==> src/rtl/ppg_pkg.sv <==
`timescale 1ns / 1ps
// shared types and constants for the plasma pixel generator
// holds the signed sine table and colorwheel sextant codes; no dependencies

package ppg_pkg;

    // hue circle length after tripling
    localparam int unsigned HUE_RANGE = 1536;

    // colorwheel sextant codes taken from hue[10:8]
    typedef enum logic [2:0] {
        SEXT_RED_YELLOW    = 3'd0,
        SEXT_YELLOW_GREEN  = 3'd1,
        SEXT_GREEN_CYAN    = 3'd2,
        SEXT_CYAN_BLUE     = 3'd3,
        SEXT_BLUE_MAGENTA  = 3'd4,
        SEXT_MAGENTA_RED   = 3'd5
    } sextant_t;

    typedef logic signed [7:0] wave_t;

    // one period of a signed sine, 256 entries
    localparam wave_t WAVE_ROM [256] = '{
        8'sd0,    8'sd2,    8'sd5,    8'sd8,    8'sd11,   8'sd15,   8'sd18,   8'sd21,
        8'sd24,   8'sd27,   8'sd30,   8'sd33,   8'sd36,   8'sd39,   8'sd42,   8'sd45,
        8'sd48,   8'sd51,   8'sd54,   8'sd56,   8'sd59,   8'sd62,   8'sd65,   8'sd67,
        8'sd70,   8'sd72,   8'sd75,   8'sd77,   8'sd80,   8'sd82,   8'sd85,   8'sd87,
        8'sd89,   8'sd91,   8'sd93,   8'sd96,   8'sd98,   8'sd100,  8'sd101,  8'sd103,
        8'sd105,  8'sd107,  8'sd108,  8'sd110,  8'sd111,  8'sd113,  8'sd114,  8'sd116,
        8'sd117,  8'sd118,  8'sd119,  8'sd120,  8'sd121,  8'sd122,  8'sd123,  8'sd123,
        8'sd124,  8'sd125,  8'sd125,  8'sd126,  8'sd126,  8'sd126,  8'sd126,  8'sd126,
        8'sd127,  8'sd126,  8'sd126,  8'sd126,  8'sd126,  8'sd126,  8'sd125,  8'sd125,
        8'sd124,  8'sd123,  8'sd123,  8'sd122,  8'sd121,  8'sd120,  8'sd119,  8'sd118,
        8'sd117,  8'sd116,  8'sd114,  8'sd113,  8'sd111,  8'sd110,  8'sd108,  8'sd107,
        8'sd105,  8'sd103,  8'sd101,  8'sd100,  8'sd98,   8'sd96,   8'sd93,   8'sd91,
        8'sd89,   8'sd87,   8'sd85,   8'sd82,   8'sd80,   8'sd77,   8'sd75,   8'sd72,
        8'sd70,   8'sd67,   8'sd65,   8'sd62,   8'sd59,   8'sd56,   8'sd54,   8'sd51,
        8'sd48,   8'sd45,   8'sd42,   8'sd39,   8'sd36,   8'sd33,   8'sd30,   8'sd27,
        8'sd24,   8'sd21,   8'sd18,   8'sd15,   8'sd11,   8'sd8,    8'sd5,    8'sd2,
        8'sd0,    -8'sd3,   -8'sd6,   -8'sd9,   -8'sd12,  -8'sd16,  -8'sd19,  -8'sd22,
        -8'sd25,  -8'sd28,  -8'sd31,  -8'sd34,  -8'sd37,  -8'sd40,  -8'sd43,  -8'sd46,
        -8'sd49,  -8'sd52,  -8'sd55,  -8'sd57,  -8'sd60,  -8'sd63,  -8'sd66,  -8'sd68,
        -8'sd71,  -8'sd73,  -8'sd76,  -8'sd78,  -8'sd81,  -8'sd83,  -8'sd86,  -8'sd88,
        -8'sd90,  -8'sd92,  -8'sd94,  -8'sd97,  -8'sd99,  -8'sd101, -8'sd102, -8'sd104,
        -8'sd106, -8'sd108, -8'sd109, -8'sd111, -8'sd112, -8'sd114, -8'sd115, -8'sd117,
        -8'sd118, -8'sd119, -8'sd120, -8'sd121, -8'sd122, -8'sd123, -8'sd124, -8'sd124,
        -8'sd125, -8'sd126, -8'sd126, -8'sd127, -8'sd127, -8'sd127, -8'sd127, -8'sd127,
        8'sh80,   -8'sd127, -8'sd127, -8'sd127, -8'sd127, -8'sd127, -8'sd126, -8'sd126,
        -8'sd125, -8'sd124, -8'sd124, -8'sd123, -8'sd122, -8'sd121, -8'sd120, -8'sd119,
        -8'sd118, -8'sd117, -8'sd115, -8'sd114, -8'sd112, -8'sd111, -8'sd109, -8'sd108,
        -8'sd106, -8'sd104, -8'sd102, -8'sd101, -8'sd99,  -8'sd97,  -8'sd94,  -8'sd92,
        -8'sd90,  -8'sd88,  -8'sd86,  -8'sd83,  -8'sd81,  -8'sd78,  -8'sd76,  -8'sd73,
        -8'sd71,  -8'sd68,  -8'sd66,  -8'sd63,  -8'sd60,  -8'sd57,  -8'sd55,  -8'sd52,
        -8'sd49,  -8'sd46,  -8'sd43,  -8'sd40,  -8'sd37,  -8'sd34,  -8'sd31,  -8'sd28,
        -8'sd25,  -8'sd22,  -8'sd19,  -8'sd16,  -8'sd12,  -8'sd9,   -8'sd6,   -8'sd3
    };

endpackage

==> src/rtl/plasma_pixel_generator.sv <==
`timescale 1ns / 1ps
// plasma pixel generator top level: six-stage pixel color pipeline
// depends on ppg_pkg for the sine table and sextant codes

// Takes one pixel position with four wave centers and a hue shift per word
// and returns that pixel's RGB color. The pipeline has six register stages:
// center offsets, squares, table lookup, wave sum, hue wrap, colorwheel and
// saturation. A word enters every clock while in_stall is low and its
// color leaves from the last register; each stage holds its word under
// output stall and accepts a new one as soon as it empties, so bubbles are
// squeezed out. The saturation register (reset 255) is read by the last
// stage and is meant to be written only while no word is in flight.

module plasma_pixel_generator #(
    parameter int PANEL_SIZE = 32
) (
    input  logic                          clk,
    input  logic                          rst_n,
    // configuration
    input  logic                          cfg_wr_en,
    input  logic [7:0]                    cfg_wr_data,
    // input channel
    input  logic                          in_valid,
    output logic                          in_stall,
    input  logic [$clog2(PANEL_SIZE)-1:0] pixel_x,
    input  logic [$clog2(PANEL_SIZE)-1:0] pixel_y,
    input  logic signed [7:0]             center_one_x,
    input  logic signed [7:0]             center_one_y,
    input  logic signed [7:0]             center_two_x,
    input  logic signed [7:0]             center_two_y,
    input  logic signed [7:0]             center_three_x,
    input  logic signed [7:0]             center_three_y,
    input  logic signed [7:0]             center_four_x,
    input  logic signed [7:0]             center_four_y,
    input  logic [8:0]                    hue_offset,
    // output channel
    output logic                          out_valid,
    input  logic                          out_stall,
    output logic [7:0]                    red,
    output logic [7:0]                    green,
    output logic [7:0]                    blue
);

    import ppg_pkg::*;

    localparam int PW     = $clog2(PANEL_SIZE);
    localparam int DW     = ((PW > 8) ? PW : 8) + 1;   // signed offset width
    localparam int SQW    = 2 * DW;                   // square width
    localparam int D2W    = SQW + 1;                  // sum of squares width
    localparam int STAGES = 6;
    localparam int SUMW   = 11;                       // hue + four waves
    localparam int TW     = 14;                       // tripled sum width

    localparam logic [TW-1:0]  HUE_RANGE_T  = TW'(HUE_RANGE);
    localparam logic [TW-1:0]  HUE_RANGE2_T = TW'(2 * HUE_RANGE);

    // saturation register
    logic [7:0] saturation_reg;

    always_ff @(posedge clk or negedge rst_n)
    begin
        if (!rst_n)
        begin
            saturation_reg <= 8'hFF;
        end
        else if (cfg_wr_en)
        begin
            saturation_reg <= cfg_wr_data;
        end
    end

    // stage valid bits and per-stage advance chain
    logic [STAGES-1:0] valid_reg;
    logic [STAGES:0]   advance;

    always_comb
    begin
        advance[STAGES] = !out_stall;
        for (int k = STAGES - 1; k >= 0; k--)
        begin
            advance[k] = !valid_reg[k] || advance[k+1];
        end
    end

    always_ff @(posedge clk or negedge rst_n)
    begin
        if (!rst_n)
        begin
            valid_reg <= '0;
        end
        else
        begin
            for (int k = 0; k < STAGES; k++)
            begin
                if (advance[k])
                begin
                    valid_reg[k] <= (k == 0) ? in_valid : valid_reg[(k == 0) ? 0 : k - 1];
                end
            end
        end
    end

    assign in_stall  = !advance[0];
    assign out_valid = valid_reg[STAGES-1];

    // gather center coordinates into lanes
    logic signed [7:0] cx [4];
    logic signed [7:0] cy [4];

    always_comb
    begin
        cx[0] = center_one_x;
        cy[0] = center_one_y;
        cx[1] = center_two_x;
        cy[1] = center_two_y;
        cx[2] = center_three_x;
        cy[2] = center_three_y;
        cx[3] = center_four_x;
        cy[3] = center_four_y;
    end

    // stage 1: center offsets
    logic signed [DW-1:0] dx_next [4];
    logic signed [DW-1:0] dy_next [4];
    logic signed [DW-1:0] dx_reg  [4];
    logic signed [DW-1:0] dy_reg  [4];
    logic [8:0]           hue1_reg;

    always_comb
    begin
        for (int i = 0; i < 4; i++)
        begin
            dx_next[i] = DW'(cx[i]) - $signed(DW'(pixel_x));
            dy_next[i] = DW'(cy[i]) - $signed(DW'(pixel_y));
        end
    end

    always_ff @(posedge clk)
    begin
        if (advance[0])
        begin
            dx_reg   <= dx_next;
            dy_reg   <= dy_next;
            hue1_reg <= hue_offset;
        end
    end

    // stage 2: squares
    logic [SQW-1:0] sqx_next [4];
    logic [SQW-1:0] sqy_next [4];
    logic [SQW-1:0] sqx_reg  [4];
    logic [SQW-1:0] sqy_reg  [4];
    logic [8:0]     hue2_reg;

    always_comb
    begin
        for (int i = 0; i < 4; i++)
        begin
            sqx_next[i] = SQW'($signed(dx_reg[i]) * $signed(dx_reg[i]));
            sqy_next[i] = SQW'($signed(dy_reg[i]) * $signed(dy_reg[i]));
        end
    end

    always_ff @(posedge clk)
    begin
        if (advance[1])
        begin
            sqx_reg  <= sqx_next;
            sqy_reg  <= sqy_next;
            hue2_reg <= hue1_reg;
        end
    end

    // stage 3: squared distance, table index and sine lookup
    logic [D2W-1:0] d2       [4];
    logic [7:0]     rom_idx  [4];
    wave_t          wave_next [4];
    wave_t          wave_reg  [4];
    logic [8:0]     hue3_reg;

    always_comb
    begin
        for (int i = 0; i < 4; i++)
        begin
            d2[i] = {1'b0, sqx_reg[i]} + {1'b0, sqy_reg[i]};
            // first two centers use a quarter of the squared distance, the rest an eighth
            if (i < 2)
            begin
                rom_idx[i] = d2[i][9:2];
            end
            else
            begin
                rom_idx[i] = d2[i][10:3];
            end
            wave_next[i] = WAVE_ROM[rom_idx[i]];
        end
    end

    always_ff @(posedge clk)
    begin
        if (advance[2])
        begin
            wave_reg <= wave_next;
            hue3_reg <= hue2_reg;
        end
    end

    // stage 4: wave sum plus hue shift
    logic signed [SUMW-1:0] sum_next;
    logic signed [SUMW-1:0] sum_reg;

    always_comb
    begin
        sum_next = $signed({2'b00, hue3_reg})
                 + SUMW'(wave_reg[0]) + SUMW'(wave_reg[1])
                 + SUMW'(wave_reg[2]) + SUMW'(wave_reg[3]);
    end

    always_ff @(posedge clk)
    begin
        if (advance[3])
        begin
            sum_reg <= sum_next;
        end
    end

    // stage 5: triple and wrap into the hue circle
    logic [TW-1:0] tripled;
    logic [10:0]   hue_next;
    logic [10:0]   hue_reg;

    always_comb
    begin
        // tripled sum plus one turn lies in [0, 3 turns)
        tripled = TW'($signed({sum_reg, 1'b0}) + TW'(sum_reg)) + HUE_RANGE_T;
        if (tripled >= HUE_RANGE2_T)
        begin
            hue_next = 11'(tripled - HUE_RANGE2_T);
        end
        else if (tripled >= HUE_RANGE_T)
        begin
            hue_next = 11'(tripled - HUE_RANGE_T);
        end
        else
        begin
            hue_next = tripled[10:0];
        end
    end

    always_ff @(posedge clk)
    begin
        if (advance[4])
        begin
            hue_reg <= hue_next;
        end
    end

    // stage 6: colorwheel and pull toward white
    logic [7:0]  mix;
    logic [7:0]  wheel_r;
    logic [7:0]  wheel_g;
    logic [7:0]  wheel_b;
    logic [8:0]  sat_plus;
    logic [16:0] prod_r;
    logic [16:0] prod_g;
    logic [16:0] prod_b;
    logic [7:0]  red_next;
    logic [7:0]  green_next;
    logic [7:0]  blue_next;
    logic [7:0]  red_reg;
    logic [7:0]  green_reg;
    logic [7:0]  blue_reg;

    always_comb
    begin
        mix = hue_reg[7:0];
        unique case (sextant_t'(hue_reg[10:8]))
            SEXT_RED_YELLOW:
            begin
                wheel_r = 8'hFF;
                wheel_g = mix;
                wheel_b = 8'h00;
            end
            SEXT_YELLOW_GREEN:
            begin
                wheel_r = ~mix;
                wheel_g = 8'hFF;
                wheel_b = 8'h00;
            end
            SEXT_GREEN_CYAN:
            begin
                wheel_r = 8'h00;
                wheel_g = 8'hFF;
                wheel_b = mix;
            end
            SEXT_CYAN_BLUE:
            begin
                wheel_r = 8'h00;
                wheel_g = ~mix;
                wheel_b = 8'hFF;
            end
            SEXT_BLUE_MAGENTA:
            begin
                wheel_r = mix;
                wheel_g = 8'h00;
                wheel_b = 8'hFF;
            end
            default:
            begin
                // magenta back to red
                wheel_r = 8'hFF;
                wheel_g = 8'h00;
                wheel_b = ~mix;
            end
        endcase

        sat_plus   = {1'b0, saturation_reg} + 9'd1;
        prod_r     = {1'b0, ~wheel_r} * sat_plus;
        prod_g     = {1'b0, ~wheel_g} * sat_plus;
        prod_b     = {1'b0, ~wheel_b} * sat_plus;
        red_next   = ~prod_r[15:8];
        green_next = ~prod_g[15:8];
        blue_next  = ~prod_b[15:8];
    end

    always_ff @(posedge clk)
    begin
        if (advance[5])
        begin
            red_reg   <= red_next;
            green_reg <= green_next;
            blue_reg  <= blue_next;
        end
    end

    assign red   = red_reg;
    assign green = green_reg;
    assign blue  = blue_reg;

endmodule
==> config.mk <==
export PLATFORM = sky130hd
export DESIGN_NAME = plasma_pixel_generator
export DESIGN_NICKNAME = d
export VERILOG_FILES = /design/src/rtl/ppg_pkg.sv /design/src/rtl/plasma_pixel_generator.sv
export SDC_FILE = /design/constraint.sdc
export NUM_CORES = 2
export LEC_CHECK = 0
export BUFFER_PORTS_ARGS = -buffer_cell sky130_fd_sc_hd__buf_2
export CORE_ASPECT_RATIO = 1.25
export CORE_MARGIN = 2
export CORE_UTILIZATION = 45
export DETAILED_ROUTE_END_ITERATION = 12
export SYNTH_ARGS = -nofsm -noshare
export SYNTH_HDL_FRONTEND = slang
export SYNTH_SLANG_ARGS = --single-unit
==> constraint.sdc <==
create_clock -name clk -period 8.8 [get_ports clk]
set_input_delay 1.76 -clock clk [delete_from_list [all_inputs] [get_ports clk]]
set_output_delay 1.76 -clock clk [all_outputs]
set_load 0.1 [all_outputs]
# Word-level counts from Yosys, hierarchy flattened
# Memory sizes are Yosys's and may differ from the RTL's. A register that Yosys moved wholly into a read port is not among the register bits.
# Index checks and enable logic that the tools add are counted.
[word_totals]
in_bits = 96
wordCells = 108
ff_bits = 243
mem_bits_ro = 8192
n_memories = 4
[memory_table]
columns = ["memory", "depth", "width", "read_ports", "rd_clocked_by_memory_dff", "wr", "line", "source"]
rows = [
  ["(no name shown)", 256, 8, 1, 1, 0, "plasma_pixel_generator.sv:195", "wave_next[i] = WAVE_ROM[rom_idx[i]];"],
  ["(no name shown)", 256, 8, 1, 1, 0, "plasma_pixel_generator.sv:195", ""],
  ["(no name shown)", 256, 8, 1, 1, 0, "plasma_pixel_generator.sv:195", ""],
  ["(no name shown)", 256, 8, 1, 1, 0, "plasma_pixel_generator.sv:195", ""],
]
[op_classes]
n_eq_ne = 4
n_lt_le_gt_ge = 2
addsub = 21
muxes = 5
reduce_logical = 19
bitwise = 11
n_mul = 11
[op_table]
columns = ["op", "n"]
rows = [
  ["$pmux 8 s3", 3],
  ["$sub 8x6->9", 8],
  ["$not 8->8", 7],
  ["$mul 8x9->16", 3],
  ["$mul 9x9->11", 4],
  ["$mul 9x9->10", 4],
  ["$not 8->9", 4],
  ["$add 11x8->11", 3],
  ["$add 11x11->11", 2],
  ["$mux 11", 2],
  ["$sub 11x11->11 const B", 2],
  ["$add 10x10->10", 2],
  ["$add 13x12->14 const B", 1],
  ["$ge 14x11->1 const B", 1],
  ["$ge 14x12->1 const B", 1],
  ["$add 12x11->13", 1],
  ["$add 10x8->11", 1],
  ["$add 8x1->9 const B", 1],
  ["$logic_not 1->1", 8],
  ["$reduce_or 2->1", 4],
  ["$eq 3x2->1 const B", 2],
  ["$logic_or 1x1->1", 6],
  ["$eq 3x1->1 const B", 1],
  ["$eq 3x3->1 const B", 1],
  ["$logic_not 3->1", 1],
]

# Depth between registers and ports, before layout
[depth]
depth_word = 8
depth_mapped = 23
ltp_nobuf = 21

# Least setup slack after synthesis
# No wires, ideal clock.
[synth_path]
path_type = "input port to output port"
start = "input out_stall"
end = "output in_stall"
arrival_ns = 5.631
stages = 4
setup_slack_ns = 1.409
path_buffers = 0
path_cell_list = "and3_1 > and3_1 > nand3_1 > inv_1"
[synth_between]
elab_chain_len = 8
[synth_rtl]
columns = ["item", "line", "source"]
rows = [
  ["from (decl)", "plasma_pixel_generator.sv:38", "input logic out_stall,"],
  ["$logic_not 1->1", "plasma_pixel_generator.sv:78", "advance[STAGES] = !out_stall;"],
  ["$logic_or 1x1->1 (6 in a row)", "plasma_pixel_generator.sv:81", "advance[k] = !valid_reg[k] || advance[k+1];"],
  ["$logic_not 1->1", "plasma_pixel_generator.sv:103", "assign in_stall = !advance[0];"],
  ["to (decl)", "plasma_pixel_generator.sv:24", "output logic in_stall,"],
]
# No other way between the ends.

# Worst setup path in the final report
[layout_path]
start = "register hue_reg[8]"
end = "register green_reg[7] (netlist: green[7]) (data pin)"
[layout_between]
elab_chain_len = 6
word_cells_on_any_way = 9
cone_classes = "mul: 1; eq/ne: 3; mux: 1; bitwise: 2; reduce/logical: 2"
[layout_rtl]
columns = ["item", "line", "source"]
rows = [
  ["from (decl)", "plasma_pixel_generator.sv:230", "logic [10:0] hue_reg;"],
  ["from (signal assigned)", "plasma_pixel_generator.sv:254", "hue_reg <= hue_next;"],
  ["$eq 3x2->1 / $eq 3x1->1 (equally long branches)", "plasma_pixel_generator.sv:277", "unique case (sextant_t'(hue_reg[10:8]))"],
  ["$reduce_or 2->1 (no source line)", "--", ""],
  ["$pmux 8 s3 *", "plasma_pixel_generator.sv:277", ""],
  ["$not 8->8 *", "plasma_pixel_generator.sv:319", "prod_g = {1'b0, ~wheel_g} * sat_plus;"],
  ["$mul 8x9->16 *", "plasma_pixel_generator.sv:319", ""],
  ["$not 8->8 *", "plasma_pixel_generator.sv:322", "green_next = ~prod_g[15:8];"],
  ["net green_next[7]", "plasma_pixel_generator.sv:268", "logic [7:0] green_next;"],
  ["to (signal assigned)", "plasma_pixel_generator.sv:331", "green_reg <= green_next;"],
  ["to (decl)", "plasma_pixel_generator.sv:271", "logic [7:0] green_reg;"],
]
# Mark *: on every way through the listed nets, which the timed path passes. The rest lies on a longest branch.
# A chain may end at the register's enable or synchronous reset.

==> impl_metrics.json <==
{
  "status": "finished clean",
  "area_delta_synth_final_pct": 7.98,
  "crit_end": "green[7]",
  "dieArea_um2": 83100,
  "layout_common_cells": "inv_1 (498), ha_1 (395), nor2_1 (339)",
  "whs_path_depth": 0,
  "synth_xor_area_share_pct": 6.58,
  "nNetsFinal": 4865,
  "dp_hpwl_um": 70100,
  "rsz0062_at_grt": "false",
  "via_per_inst": 5.67,
  "syn_nets": 4844,
  "cts_tree": "done",
  "synth_edf_count": 245,
  "synthCells": 4022,
  "clock_latency_ns": 0.56,
  "worstSetupEndpointType": "register",
  "worstPathRequired_ns": 9.10,
  "wl_per_cell_um": 17.9,
  "grt_pass1_vias": 29600,
  "critPathKind": "reg2reg",
  "layout_commonest_cell": "inv_1",
  "grt_overflow": 0,
  "postRouteWirelength_um": 91800,
  "worstSetupStartpointType": "register",
  "rows": 116,
  "cap_violations": 0,
  "r2r_start": "hue_reg[8]",
  "syn_area_per_cell_um2": 9.04,
  "post_cts_buffers": 0,
  "cts_hold_buffers": 0,
  "grt_start_max_net_pins": 70,
  "reg2reg_setup_slack_ns": 2.46,
  "port-buffer-count": 121,
  "cts.clk_slew.worst_paths_ns": 0.06,
  "synth.ff_latch_count": 259,
  "maxSlewHeadroom_pct": 24.2,
  "place_congestion": 0.911,
  "synth_area_um2": 36400,
  "synth.mux.area_fraction_pct": 1.00,
  "tns_ns": 0,
  "finalHoldViolations": 0,
  "die_x_um": 258,
  "cts_max_level": 2,
  "final_max_slew_viol_count": 0,
  "io_pins": 122,
  "ant_nets": 0,
  "cts_root_buffer": "clkbuf_16",
  "reg2regPathDepth": 19,
  "clockBufferDepth": 3,
  "cts.sinks": 259,
  "fmax_mhz": 158,
  "grt_first_pass_wirelength_um": 151000,
  "grtUsageTotal_pct": 22.3,
  "layout-drive-gt1-share_pct": 8.01,
  "setup_viol": 0,
  "worstPathArrival_ns": 6.64,
  "synth_top_family_by_area": "adder cells",
  "hp-class": "reg2reg",
  "synth_cell_type_count": 89,
  "ys_warn_count": 0,
  "worst_pin_slew_ns": 1.13,
  "synth-main-ff-cell": "edfxtp_1",
  "ys_seq_area_share_pct": 21.2,
  "cts_buffers": 35,
  "route.vias.total": 29100,
  "antenna_found_initial": 3,
  "drc": 0,
  "worstSetupStartpoint": "hue_reg[8]",
  "finClkSkew_ns": 0.0246,
  "yosys.area_share.simple_pct": 14.9,
  "drt_iter0_markers": 2148,
  "synth_compound_area_share_pct": 17.0,
  "min_period_ns": 6.34,
  "core-area_um2": 80100,
  "cp_max_fo": 22,
  "start_util_pct": 45.4,
  "synthAdderAreaFrac_pct": 31.8,
  "die_h_um": 322,
  "reg2reg_to": "green[7]",
  "async_flop_share_pct": 5.41,
  "drtPass1Iterations": 6,
  "cts-resized-gates": 0,
  "fin_crit_sh_pct": 72.0
}
through the flow:
step	worst slack (ns)	hold WS [ns]	util, %	std cells	area [µm²]
5_1_grt	1.91	0.419	49.0	5133	39300
4_1_cts	2.50	0.407	49.0	5131	39300
6_report	2.46	0.408	49.0	5133	39300
3_3_place_gp	2.63	0.401	47.5	5068	38100
3_5_place_dp	2.52	0.406	47.5	5068	38100
2_1_floorplan	1.41	0.400	-	4022	36400
cells by family (layout without fill, tap and decap cells):
family                     Yosys count  after routing
adders and majority gates          726            726
AOI/OAI and AO/OA                  915            915
buffers and inverters              700            747
other                                0              2
DFF                                259            259
xor gates and xnor gates           269            269
and+or+nand+nor                   1124           1124
muxes                               29             29
critical path: stages (launching register included):
cell	delay, ns
edfxtp_1	0.73
or2_2	0.33
nor2_1	0.06
a211oi_1	0.84
nor2b_1	0.12
ha_1	0.34
ha_1	0.30
inv_1	0.06
fa_1	0.54
inv_1	0.06
fa_1	0.48
ha_1	0.31
inv_1	0.04
or4_1	0.53
nor4_1	0.33
nor3_1	0.14
o41ai_1	0.47
a21o_1	0.20
a21oi_1	0.09
xnor2_1	0.12
layout make-up:
class | count | area [µm²]
antenna | 2 | 5.00
clock buffer | 43 | 927
clock inverter | 20 | 251
fill | 7690 | 40800
inverter | 502 | 1880
multi-input combinational | 3063 | 26100
sequential | 259 | 7720
tap | 1062 | 1330
timing repair buffer | 182 | 1060
worst min path at each step:
| stage | end | slack, ns | startpoint |
|---|---|---|---|
| after floorplan | hue2_reg[0] | 0.40 | hue1_reg[0] |
| after global placement | hue2_reg[5] | 0.40 | hue1_reg[5] |
| after detailed placement | hue2_reg[5] | 0.41 | hue1_reg[5] |
| after CTS | hue2_reg[5] | 0.41 | hue1_reg[5] |
| after global routing | hue2_reg[5] | 0.42 | hue1_reg[5] |
| final | hue2_reg[5] | 0.41 | hue1_reg[5] |
synthesized netlist by cell type, types with 37 or more instances:
master	count	area, µm²
nand3_1	73	365
xor2_1	89	780
a21o_1	48	360
fa_1	331	6630
o211ai_1	45	338
nand2_1	241	905
buf_2	42	210
nor3_1	69	345
inv_1	499	1870
nor2b_1	62	388
a211oi_1	56	420
nor2_1	343	1290
a21oi_1	200	1000
o21ai_0	200	1000
edfxtp_1	245	7360
and2_1	165	1030
xnor2_1	175	1530
clkbuf_1	132	495
ha_1	395	4940
nand2b_1	68	425
a31oi_1	37	231
routing by layer:
layer / vias to the layer above / GRT usage [%] / part of all wire, %
li1: 13900 / - / -
met1: 14000 / 27.0 / 39
met2: 976 / 40.8 / 52
met3: 192 / 2.20 / 5.4
met4: 0 / 8.50 / 3.4
met5: - / 0 / 0
Power is left out: the tool's default activity adds up to more than one toggle a clock period on the data nets, which glitch-free logic cannot reach.
